`src/sv/drtf_pkg.sv`:
```
// shared types and codes for the delimited receive framer
package drtf_pkg;

	// command codes carried on the input channel
	localparam logic [1:0] CMD_RX       = 2'd0;
	localparam logic [1:0] CMD_POP_BYTE = 2'd1;
	localparam logic [1:0] CMD_POP_REC  = 2'd2;

	// status codes carried on the result channel
	localparam logic [1:0] STAT_OK    = 2'd0;
	localparam logic [1:0] STAT_DROP  = 2'd1;
	localparam logic [1:0] STAT_EMPTY = 2'd2;

	// saturation limit of the message length counter
	localparam logic [15:0] LEN_MAX = 16'hFFFF;

	// control sequencer states
	typedef enum logic [1:0] {
		S_IDLE,
		S_READ,
		S_OUT
	} state_t;

	// what the pending memory read returns
	typedef enum logic {
		POP_BYTE,
		POP_REC
	} pop_kind_t;

endpackage

```
`src/sv/drtf_in_if.sv`:
```
// command channel: valid/ready handshake with command payload
interface drtf_in_if;
	logic        valid;
	logic        ready;
	logic [1:0]  cmd;
	logic [7:0]  rx_byte;
	logic [63:0] now_ms;

	modport source (output valid, output cmd, output rx_byte, output now_ms, input ready);
	modport sink   (input valid, input cmd, input rx_byte, input now_ms, output ready);
endinterface

```
`src/sv/drtf_out_if.sv`:
```
// result channel: valid/ready handshake with result payload
interface drtf_out_if;
	logic        valid;
	logic        ready;
	logic [1:0]  status;
	logic [7:0]  out_byte;
	logic [63:0] rec_time;
	logic [15:0] rec_length;
	logic [7:0]  rec_position;
	logic        record_closed;

	modport source (
		output valid, output status, output out_byte, output rec_time,
		output rec_length, output rec_position, output record_closed, input ready
	);
	modport sink (
		input valid, input status, input out_byte, input rec_time,
		input rec_length, input rec_position, input record_closed, output ready
	);
endinterface

```
`src/sv/drtf_ram.sv`:
```
// generic single write port ram with registered read
module drtf_ram #(
	parameter int WIDTH = 8,
	parameter int DEPTH = 256
) (
	input  logic                                        clk,
	input  logic                                        we,
	input  logic [((DEPTH > 1) ? $clog2(DEPTH) : 1)-1:0] waddr,
	input  logic [WIDTH-1:0]                            wdata,
	input  logic                                        re,
	input  logic [((DEPTH > 1) ? $clog2(DEPTH) : 1)-1:0] raddr,
	output logic [WIDTH-1:0]                            rdata
);

	logic [WIDTH-1:0] mem [DEPTH];

	// write port
	always_ff @(posedge clk) begin
		if (we) begin
			mem[waddr] <= wdata;
		end
	end

	// registered read port
	always_ff @(posedge clk) begin
		if (re) begin
			rdata <= mem[raddr];
		end
	end

endmodule

```
`src/sv/delimited_rx_timestamp_framer_top.sv`:
```
// Receive framer for one serial channel. Each command on in_ch yields exactly one result on
// out_ch. A received byte, a pop from an empty store and the ignored command present their
// result the cycle after their transfer; a successful pop of a byte or a record presents it
// only after an extra S_READ state, in which the registered read of the synchronous byte ring
// or record store is loaded into the result register. The next command is taken the cycle
// after the previous result has been transferred, so a stalled result holds off the input.
// Received bytes go into a ring of RING_DEPTH bytes; a delimiter byte or a full ring closes
// the message and pushes a record of (ring head, first-byte timestamp, length) into a FIFO
// of RECORD_DEPTH entries, a record is lost if that FIFO is full. The user must write the
// delimiter through cfg_wr_en/cfg_wr_data only while idle; the block does not enforce this.
module delimited_rx_timestamp_framer_top #(
	parameter int RING_DEPTH   = 256,
	parameter int RECORD_DEPTH = 16
) (
	input  logic        clk,
	input  logic        arst_n,
	input  logic        cfg_wr_en,
	input  logic [7:0]  cfg_wr_data,
	drtf_in_if.sink     in_ch,
	drtf_out_if.source  out_ch
);
	import drtf_pkg::*;

	localparam int RING_AW = $clog2(RING_DEPTH);
	localparam int RING_CW = $clog2(RING_DEPTH + 1);
	localparam int REC_AW  = (RECORD_DEPTH > 1) ? $clog2(RECORD_DEPTH) : 1;
	localparam int REC_CW  = $clog2(RECORD_DEPTH + 1);

	state_t state_q, state_d;
	pop_kind_t kind_q;

	logic [7:0]         delim_q;
	logic [RING_AW-1:0] ring_head_q, ring_head_d, ring_tail_q, ring_tail_d;
	logic [RING_CW-1:0] ring_count_q, ring_count_d;
	logic [15:0]        pend_len_q, pend_len_d;
	logic [63:0]        pend_time_q, pend_time_d;
	logic [REC_AW-1:0]  rec_head_q, rec_head_d, rec_tail_q, rec_tail_d;
	logic [REC_CW-1:0]  rec_count_q, rec_count_d;

	// result register
	logic [1:0]  status_q, status_d;
	logic [7:0]  out_byte_q;
	logic [63:0] rec_time_q;
	logic [15:0] rec_length_q;
	logic [7:0]  rec_position_q;
	logic        closed_q, closed_d;

	logic accept;
	logic ring_we, ring_re, rec_we, rec_re, read_go;
	logic closes;
	logic [15:0]        len_inc;
	logic [63:0]        time_lat;
	logic [RING_AW+7:0] head_ext;
	logic [7:0]         ring_rdata;
	logic [63:0]        time_rdata;
	logic [23:0]        lp_rdata;

	assign accept = in_ch.valid && in_ch.ready;

	// command decode and next pointer/counter values
	always_comb begin
		ring_we      = 1'b0;
		ring_re      = 1'b0;
		rec_we       = 1'b0;
		rec_re       = 1'b0;
		closes       = 1'b0;
		status_d     = STAT_OK;
		closed_d     = 1'b0;
		ring_head_d  = ring_head_q;
		ring_tail_d  = ring_tail_q;
		ring_count_d = ring_count_q;
		pend_len_d   = pend_len_q;
		pend_time_d  = pend_time_q;
		rec_head_d   = rec_head_q;
		rec_tail_d   = rec_tail_q;
		rec_count_d  = rec_count_q;
		len_inc      = (pend_len_q == LEN_MAX) ? pend_len_q : pend_len_q + 16'd1;
		time_lat     = (pend_time_q == 64'd0) ? in_ch.now_ms : pend_time_q;
		if (accept) begin
			case (in_ch.cmd)
				CMD_RX: begin
					if (ring_count_q == RING_CW'(RING_DEPTH)) begin
						status_d = STAT_DROP;
					end else begin
						ring_we      = 1'b1;
						ring_head_d  = (ring_head_q == RING_AW'(RING_DEPTH - 1)) ? '0
							: ring_head_q + RING_AW'(1);
						ring_count_d = ring_count_q + RING_CW'(1);
						pend_len_d   = len_inc;
						pend_time_d  = time_lat;
						closes = (in_ch.rx_byte == delim_q)
							|| (ring_count_d == RING_CW'(RING_DEPTH));
						if (closes) begin
							closed_d    = 1'b1;
							pend_len_d  = '0;
							pend_time_d = '0;
							if (rec_count_q != REC_CW'(RECORD_DEPTH)) begin
								rec_we      = 1'b1;
								rec_head_d  = (rec_head_q == REC_AW'(RECORD_DEPTH - 1)) ? '0
									: rec_head_q + REC_AW'(1);
								rec_count_d = rec_count_q + REC_CW'(1);
							end
						end
					end
				end
				CMD_POP_BYTE: begin
					if (ring_count_q == '0) begin
						status_d = STAT_EMPTY;
					end else begin
						ring_re      = 1'b1;
						ring_tail_d  = (ring_tail_q == RING_AW'(RING_DEPTH - 1)) ? '0
							: ring_tail_q + RING_AW'(1);
						ring_count_d = ring_count_q - RING_CW'(1);
					end
				end
				CMD_POP_REC: begin
					if (rec_count_q == '0) begin
						status_d = STAT_EMPTY;
					end else begin
						rec_re      = 1'b1;
						rec_tail_d  = (rec_tail_q == REC_AW'(RECORD_DEPTH - 1)) ? '0
							: rec_tail_q + REC_AW'(1);
						rec_count_d = rec_count_q - REC_CW'(1);
					end
				end
				default: begin
					status_d = STAT_OK;
				end
			endcase
		end
	end

	assign read_go  = ring_re || rec_re;
	assign head_ext = {8'd0, ring_head_d};

	// byte ring and record stores
	drtf_ram #(.WIDTH(8), .DEPTH(RING_DEPTH)) u_ring (
		.clk   (clk),
		.we    (ring_we),
		.waddr (ring_head_q),
		.wdata (in_ch.rx_byte),
		.re    (ring_re),
		.raddr (ring_tail_q),
		.rdata (ring_rdata)
	);

	drtf_ram #(.WIDTH(64), .DEPTH(RECORD_DEPTH)) u_rec_time (
		.clk   (clk),
		.we    (rec_we),
		.waddr (rec_head_q),
		.wdata (time_lat),
		.re    (rec_re),
		.raddr (rec_tail_q),
		.rdata (time_rdata)
	);

	drtf_ram #(.WIDTH(24), .DEPTH(RECORD_DEPTH)) u_rec_lp (
		.clk   (clk),
		.we    (rec_we),
		.waddr (rec_head_q),
		.wdata ({len_inc, head_ext[7:0]}),
		.re    (rec_re),
		.raddr (rec_tail_q),
		.rdata (lp_rdata)
	);

	// sequencer next state
	always_comb begin
		state_d = state_q;
		case (state_q)
			S_IDLE: begin
				if (accept) begin
					state_d = read_go ? S_READ : S_OUT;
				end
			end
			S_READ: begin
				state_d = S_OUT;
			end
			S_OUT: begin
				if (out_ch.ready) begin
					state_d = S_IDLE;
				end
			end
			default: begin
				state_d = S_IDLE;
			end
		endcase
	end

	// sequencer outputs
	always_comb begin
		in_ch.ready  = 1'b0;
		out_ch.valid = 1'b0;
		case (state_q)
			S_IDLE: begin
				in_ch.ready = 1'b1;
			end
			S_OUT: begin
				out_ch.valid = 1'b1;
			end
			default: begin
				in_ch.ready  = 1'b0;
				out_ch.valid = 1'b0;
			end
		endcase
	end

	// control state
	always_ff @(posedge clk or negedge arst_n) begin
		if (!arst_n) begin
			state_q      <= S_IDLE;
			delim_q      <= '0;
			ring_head_q  <= '0;
			ring_tail_q  <= '0;
			ring_count_q <= '0;
			pend_len_q   <= '0;
			pend_time_q  <= '0;
			rec_head_q   <= '0;
			rec_tail_q   <= '0;
			rec_count_q  <= '0;
		end else begin
			state_q      <= state_d;
			ring_head_q  <= ring_head_d;
			ring_tail_q  <= ring_tail_d;
			ring_count_q <= ring_count_d;
			pend_len_q   <= pend_len_d;
			pend_time_q  <= pend_time_d;
			rec_head_q   <= rec_head_d;
			rec_tail_q   <= rec_tail_d;
			rec_count_q  <= rec_count_d;
			if (cfg_wr_en) begin
				delim_q <= cfg_wr_data;
			end
		end
	end

	// result register, loaded on transfer or when read data returns
	always_ff @(posedge clk) begin
		if (accept) begin
			status_q       <= status_d;
			closed_q       <= closed_d;
			out_byte_q     <= '0;
			rec_time_q     <= '0;
			rec_length_q   <= '0;
			rec_position_q <= '0;
			kind_q         <= rec_re ? POP_REC : POP_BYTE;
		end else if (state_q == S_READ) begin
			if (kind_q == POP_REC) begin
				rec_time_q     <= time_rdata;
				rec_length_q   <= lp_rdata[23:8];
				rec_position_q <= lp_rdata[7:0];
			end else begin
				out_byte_q <= ring_rdata;
			end
		end
	end

	assign out_ch.status        = status_q;
	assign out_ch.out_byte      = out_byte_q;
	assign out_ch.rec_time      = rec_time_q;
	assign out_ch.rec_length    = rec_length_q;
	assign out_ch.rec_position  = rec_position_q;
	assign out_ch.record_closed = closed_q;

	// ring occupancy never exceeds its depth
	a_ring_count: assert property (@(posedge clk) disable iff (!arst_n)
		ring_count_q <= RING_CW'(RING_DEPTH))
		else $error("ring count above depth");

	// record occupancy never exceeds its depth
	a_rec_count: assert property (@(posedge clk) disable iff (!arst_n)
		rec_count_q <= REC_CW'(RECORD_DEPTH))
		else $error("record count above depth");

	// an empty ring has head and tail together
	a_ring_empty: assert property (@(posedge clk) disable iff (!arst_n)
		(ring_count_q == '0) |-> (ring_head_q == ring_tail_q))
		else $error("empty ring with head and tail apart");

	// no open message means no latched timestamp
	a_pend_clear: assert property (@(posedge clk) disable iff (!arst_n)
		(pend_len_q == '0) |-> (pend_time_q == '0))
		else $error("timestamp latched without pending bytes");

	// a memory read is followed by the result being presented
	a_read_out: assert property (@(posedge clk) disable iff (!arst_n)
		(accept && read_go) |=> ##1 out_ch.valid)
		else $error("read result not presented");

endmodule
```
`src/flat_wrapper.sv`:
```
// flat-port wrapper written by rule: the top's interface ports become plain ports
module delimited_rx_timestamp_framer_top_flat import drtf_pkg::*;
#(
	parameter int RING_DEPTH   = 256,
	parameter int RECORD_DEPTH = 16
)
  (clk, arst_n, cfg_wr_en, cfg_wr_data, in_ch_valid, in_ch_cmd, in_ch_rx_byte, in_ch_now_ms, in_ch_ready, out_ch_valid, out_ch_status, out_ch_out_byte, out_ch_rec_time, out_ch_rec_length, out_ch_rec_position, out_ch_record_closed, out_ch_ready);
  drtf_in_if in_ch_i ();
  drtf_out_if out_ch_i ();
  input  logic clk;
  input  logic arst_n;
  input  logic cfg_wr_en;
  input  logic [7:0] cfg_wr_data;
  input wire logic [$bits(in_ch_i.valid)-1:0] in_ch_valid;
  input wire logic [$bits(in_ch_i.cmd)-1:0] in_ch_cmd;
  input wire logic [$bits(in_ch_i.rx_byte)-1:0] in_ch_rx_byte;
  input wire logic [$bits(in_ch_i.now_ms)-1:0] in_ch_now_ms;
  output wire logic [$bits(in_ch_i.ready)-1:0] in_ch_ready;
  output wire logic [$bits(out_ch_i.valid)-1:0] out_ch_valid;
  output wire logic [$bits(out_ch_i.status)-1:0] out_ch_status;
  output wire logic [$bits(out_ch_i.out_byte)-1:0] out_ch_out_byte;
  output wire logic [$bits(out_ch_i.rec_time)-1:0] out_ch_rec_time;
  output wire logic [$bits(out_ch_i.rec_length)-1:0] out_ch_rec_length;
  output wire logic [$bits(out_ch_i.rec_position)-1:0] out_ch_rec_position;
  output wire logic [$bits(out_ch_i.record_closed)-1:0] out_ch_record_closed;
  input wire logic [$bits(out_ch_i.ready)-1:0] out_ch_ready;
  assign in_ch_i.valid = in_ch_valid;
  assign in_ch_i.cmd = in_ch_cmd;
  assign in_ch_i.rx_byte = in_ch_rx_byte;
  assign in_ch_i.now_ms = in_ch_now_ms;
  assign in_ch_ready = in_ch_i.ready;
  assign out_ch_valid = out_ch_i.valid;
  assign out_ch_status = out_ch_i.status;
  assign out_ch_out_byte = out_ch_i.out_byte;
  assign out_ch_rec_time = out_ch_i.rec_time;
  assign out_ch_rec_length = out_ch_i.rec_length;
  assign out_ch_rec_position = out_ch_i.rec_position;
  assign out_ch_record_closed = out_ch_i.record_closed;
  assign out_ch_i.ready = out_ch_ready;
  delimited_rx_timestamp_framer_top #(.RING_DEPTH(RING_DEPTH), .RECORD_DEPTH(RECORD_DEPTH)) u_core (.clk(clk), .arst_n(arst_n), .cfg_wr_en(cfg_wr_en), .cfg_wr_data(cfg_wr_data), .in_ch(in_ch_i), .out_ch(out_ch_i));
endmodule
```
`config.mk`:
```
export PLATFORM = sky130hd
export DESIGN_NAME = delimited_rx_timestamp_framer_top_flat
export DESIGN_NICKNAME = d
export VERILOG_FILES = /design/src/sv/drtf_pkg.sv /design/src/sv/drtf_in_if.sv /design/src/sv/drtf_out_if.sv /design/src/sv/drtf_ram.sv /design/src/sv/delimited_rx_timestamp_framer_top.sv /design/src/flat_wrapper.sv
export SDC_FILE = /design/constraint.sdc
export NUM_CORES = 2
export LEC_CHECK = 0
export BUFFER_PORTS_ARGS = -buffer_cell sky130_fd_sc_hd__buf_2
export CORE_MARGIN = 5
export CORE_UTILIZATION = 30
export CTS_CLUSTER_DIAMETER = 30
export DETAILED_ROUTE_END_ITERATION = 6
export GPL_ROUTABILITY_DRIVEN = 0
export PLACE_DENSITY = 0.5
export SETUP_SLACK_MARGIN = 0.02
export SLEW_MARGIN = 25
export SYNTH_ARGS = -nofsm -noshare
export SYNTH_HDL_FRONTEND = slang
export SYNTH_SLANG_ARGS = --single-unit
```
`constraint.sdc`:
```
create_clock -name clk -period 6.2 [get_ports clk]
set_input_delay 0.62 -clock clk [delete_from_list [all_inputs] [get_ports clk]]
set_output_delay 0.62 -clock clk [all_outputs]
set_load 0.02 [all_outputs]
```
==> run summary <==
Net Count, Synth = 7706
starting density of the core = 0.301
num rows = 256
via count of the first global-routing pass = 81590
count of routing violations after the opening detailed-route iteration = 7453
# resized after CTS = 0
H-tree levels = 6
die span in x = 708 um
IO Pins = 188
final WL = 434000 um
P_leak = 61.5 nW
aggregate global-route resource usage = 0.168
Power Density = 493 nW/um2
final sum of negative setup slack = 0 ps
time the final worst path needs with I/O delays and setup = 5150 ps
GRT overflow = 0
CTS root buf = sky130_fd_sc_hd__clkbuf_16
clock input transition at the sequential cells of the worst setup and hold paths = 50 ps
maximum fanout along the worst path = 32
Max IR drop VDD = 0.385 mV
crit start category = register
number of nets still failing antenna checks after routing = 0
largest net degree at the start of global routing = 135
count of unresolved DRC violations after routing = 0
RSZ-0062 raised after global routing = false
pins over their slew limit = 0
portion of the post-synthesis area used by sequential elements = 0.767
end-of-flow core utilization = 0.380
number of hold violations in the final report = 0
achievable frequency = 0.194 GHz
number of synthesis warnings = 0
global-route wire length before repair = 614000 um
detailed-route vias per instance = 5.06
floorplan die area = 501000 um2
post-synthesis instance area = 146000 um2
sum of internal, switching and leakage power = 91.0 mW
post-route setup slack = 1050 ps
path category of the worst min-delay check = input port to register
number of hold buffers added after cts = 63
Cell Count Post-Placement = 14021
final worst clock skew = 109 ps
proportion of register bits with asynchronous set or reset after synthesis = 0.0339
share of cells above drive strength 1 = 0.282
total of buffers placed on input and output ports = 187
CTS buffer count = 785
path type of the worst setup path = register to register
antenna violations before repair = 26
total of max-cap violations = 0
worst slack after detailed placement = 1180 ps
Crit path arrival time = 5940 ps
Main synth FF type = sky130_fd_sc_hd__edfxtp_1
worst path required time = 6980 ps
design area = 184000 um2
setup violation total in the final timing report = 0
Cells after Synth = 7601
actual transition at the worst max-transition pin = 1040 ps
share of the cycle needed by the critical path after routing = 0.831
Slew headroom = 0.304
post-layout instance count excluding filler cells = 15568
CORE AREA = 486000 um2
Die Height = 708 um
net total in the final layout = 8527
clock tree sinks = 3780
total via count after detailed routing = 78847
TritonCTS clock tree = done
area growth from synthesis to final layout = 26.4%
nature of the critical path endpoint = register
Avg WL per Cell = 27.9 um
Seq cells post-synth = 3780
count of flip-flops with a built-in enable after synthesis = 3556
placed cell area = 156000 um2
run status = finished clean
syn avg cell area = 19.2 um2
clock network latency to the later pin of the worst-skew pair = 1080 ps
dpl hpwl = 257000 um
Setup Buffers After CTS = 0
number of distinct library cell variants in the gate-level netlist after synthesis = 77
maximum clock insertion buffer count = 4
first-pass iteration count of the detailed router = 6
worst hold margin = 17.8 ps
==> final timing paths <==
check | from | end | slack [ps] | cells past startpoint
setup / recovery | u_core.ring_tail_q[0] | u_core.u_ring.rdata[0] | 1050 | 8
hold / removal | cfg_wr_data[5] | u_core.delim_q[5] | 20 | 2
setup reg to reg | u_core.ring_tail_q[0] | u_core.u_ring.rdata[0] | 1050 | 8
hold reg to reg | u_core.out_ch.rec_time[5] | u_core.out_ch.rec_time[5] | 450 | 2
max in group asynchronous | arst_n | u_core.delim_q[2] | 4770 | 3
min in group asynchronous | arst_n | u_core.pend_time_q[52] | 150 | 2
==> kinds of logic (layout without fill, tap and decap cells) <==
group,Yosys count,in the layout,share of synthesized area
flip-flops,3780,3780,0.767
XOR/XNOR,45,45,0.00270
AO/OA/AOI/OAI,1088,1088,0.0492
buffers and inverters,474,1982,0.0139
adder cells (fa/ha/maj),18,18,0.00159
AND/OR/NAND/NOR,991,991,0.0296
multiplexers,1205,1205,0.136
other,0,9,0
==> cells in the mapped netlist (96+ instances only) <==
cell	instances	area [um2]
sky130_fd_sc_hd__edfxtp_1	3556	107000
sky130_fd_sc_hd__mux4_2	617	13900
sky130_fd_sc_hd__mux2i_1	477	4770
sky130_fd_sc_hd__nand2_1	393	1480
sky130_fd_sc_hd__nor2_1	374	1400
sky130_fd_sc_hd__a21oi_1	286	1430
sky130_fd_sc_hd__clkbuf_1	258	968
sky130_fd_sc_hd__o21ai_0	234	1170
sky130_fd_sc_hd__a22oi_1	186	1400
sky130_fd_sc_hd__a221oi_1	133	1160
sky130_fd_sc_hd__dfrtp_1	128	3200
sky130_fd_sc_hd__mux2_2	110	1240
sky130_fd_sc_hd__dfxtp_1	96	1920
==> final cells by class <==
class | instances | area, um2
Clock buffer | 899 | 20300
Tap cell | 6450 | 8070
Sequential cell | 3780 | 112000
Antenna cell | 9 | 22.5
Clock inverter | 575 | 7670
Inverter | 31 | 129
Timing Repair Buffer | 477 | 3870
Multi-Input combinational cell | 3347 | 32400
Fill cell | 44121 | 301000
==> registers in the layout, summed over array words and instances, names as in the netlist, 5 cells and up <==
signal / count
u_core.pend_time_q: 64
u_core.u_rec_lp.mem: 384
u_core.u_ring.rdata: 8
u_core.ring_head_q: 8
u_core.u_ring.mem: 2048
u_core.ring_count_q: 9
u_core.out_ch.rec_position: 8
u_core.rec_count_q: 5
u_core.out_ch.out_byte: 8
u_core.pend_len_q: 16
u_core.u_rec_time.rdata: 64
u_core.u_rec_time.mem: 1024
u_core.ring_tail_q: 8
u_core.out_ch.rec_time: 64
u_core.out_ch.rec_length: 16
u_core.delim_q: 8
u_core.u_rec_lp.rdata: 24
==> routing by layer <==
layer,up-vias,part of all wire,track usage
met3,732,0.064,0.0315
met5,-,0.000041,0
met4,2,0.031,0.0547
met2,3050,0.48,0.271
met1,42084,0.43,0.230
li1,32979,-,-
==> report_power, final <==
part	switching, mW	internal [mW]
clock network	14.2	29.2
registers	0.805	29.8
logic	10.6	6.36
==> layout by cell type, fill, tap and decap left out, types with 56 or more instances in the layout <==
cell type                       netlist  final
sky130_fd_sc_hd__edfxtp_1          3556   3556
sky130_fd_sc_hd__clkbuf_16            0    790
sky130_fd_sc_hd__mux4_2             617    617
sky130_fd_sc_hd__mux2i_1            477    477
sky130_fd_sc_hd__nand2_1            393    390
sky130_fd_sc_hd__nor2_1             374    360
sky130_fd_sc_hd__a21oi_1            286    286
sky130_fd_sc_hd__o21ai_0            234    232
sky130_fd_sc_hd__a22oi_1            186    186
sky130_fd_sc_hd__buf_4               27    184
sky130_fd_sc_hd__buf_2               88    178
sky130_fd_sc_hd__bufinv_16            0    134
sky130_fd_sc_hd__a221oi_1           133    133
sky130_fd_sc_hd__clkinv_2             0    125
sky130_fd_sc_hd__dfrtp_1            128    119
sky130_fd_sc_hd__mux2_2             110    110
sky130_fd_sc_hd__dfxtp_1             96     96
sky130_fd_sc_hd__clkbuf_1           258     93
sky130_fd_sc_hd__clkinvlp_4           0     83
sky130_fd_sc_hd__clkinv_1             4     77
sky130_fd_sc_hd__a21o_1              71     71
sky130_fd_sc_hd__clkinv_4             0     71
sky130_fd_sc_hd__dlygate4sd3_1        0     63
sky130_fd_sc_hd__nand3_1             57     56
==> critical path, stage by stage, from the launching register on <==
cell,delay (ps)
sky130_fd_sc_hd__dfrtp_4,1000
sky130_fd_sc_hd__buf_4,450
sky130_fd_sc_hd__buf_4,430
sky130_fd_sc_hd__mux4_2,580
sky130_fd_sc_hd__a22o_1,250
sky130_fd_sc_hd__a221oi_1,540
sky130_fd_sc_hd__o22ai_1,460
sky130_fd_sc_hd__a21oi_1,910
sky130_fd_sc_hd__o32ai_1,200
Note: power is estimated with default switching activity, not from simulation.
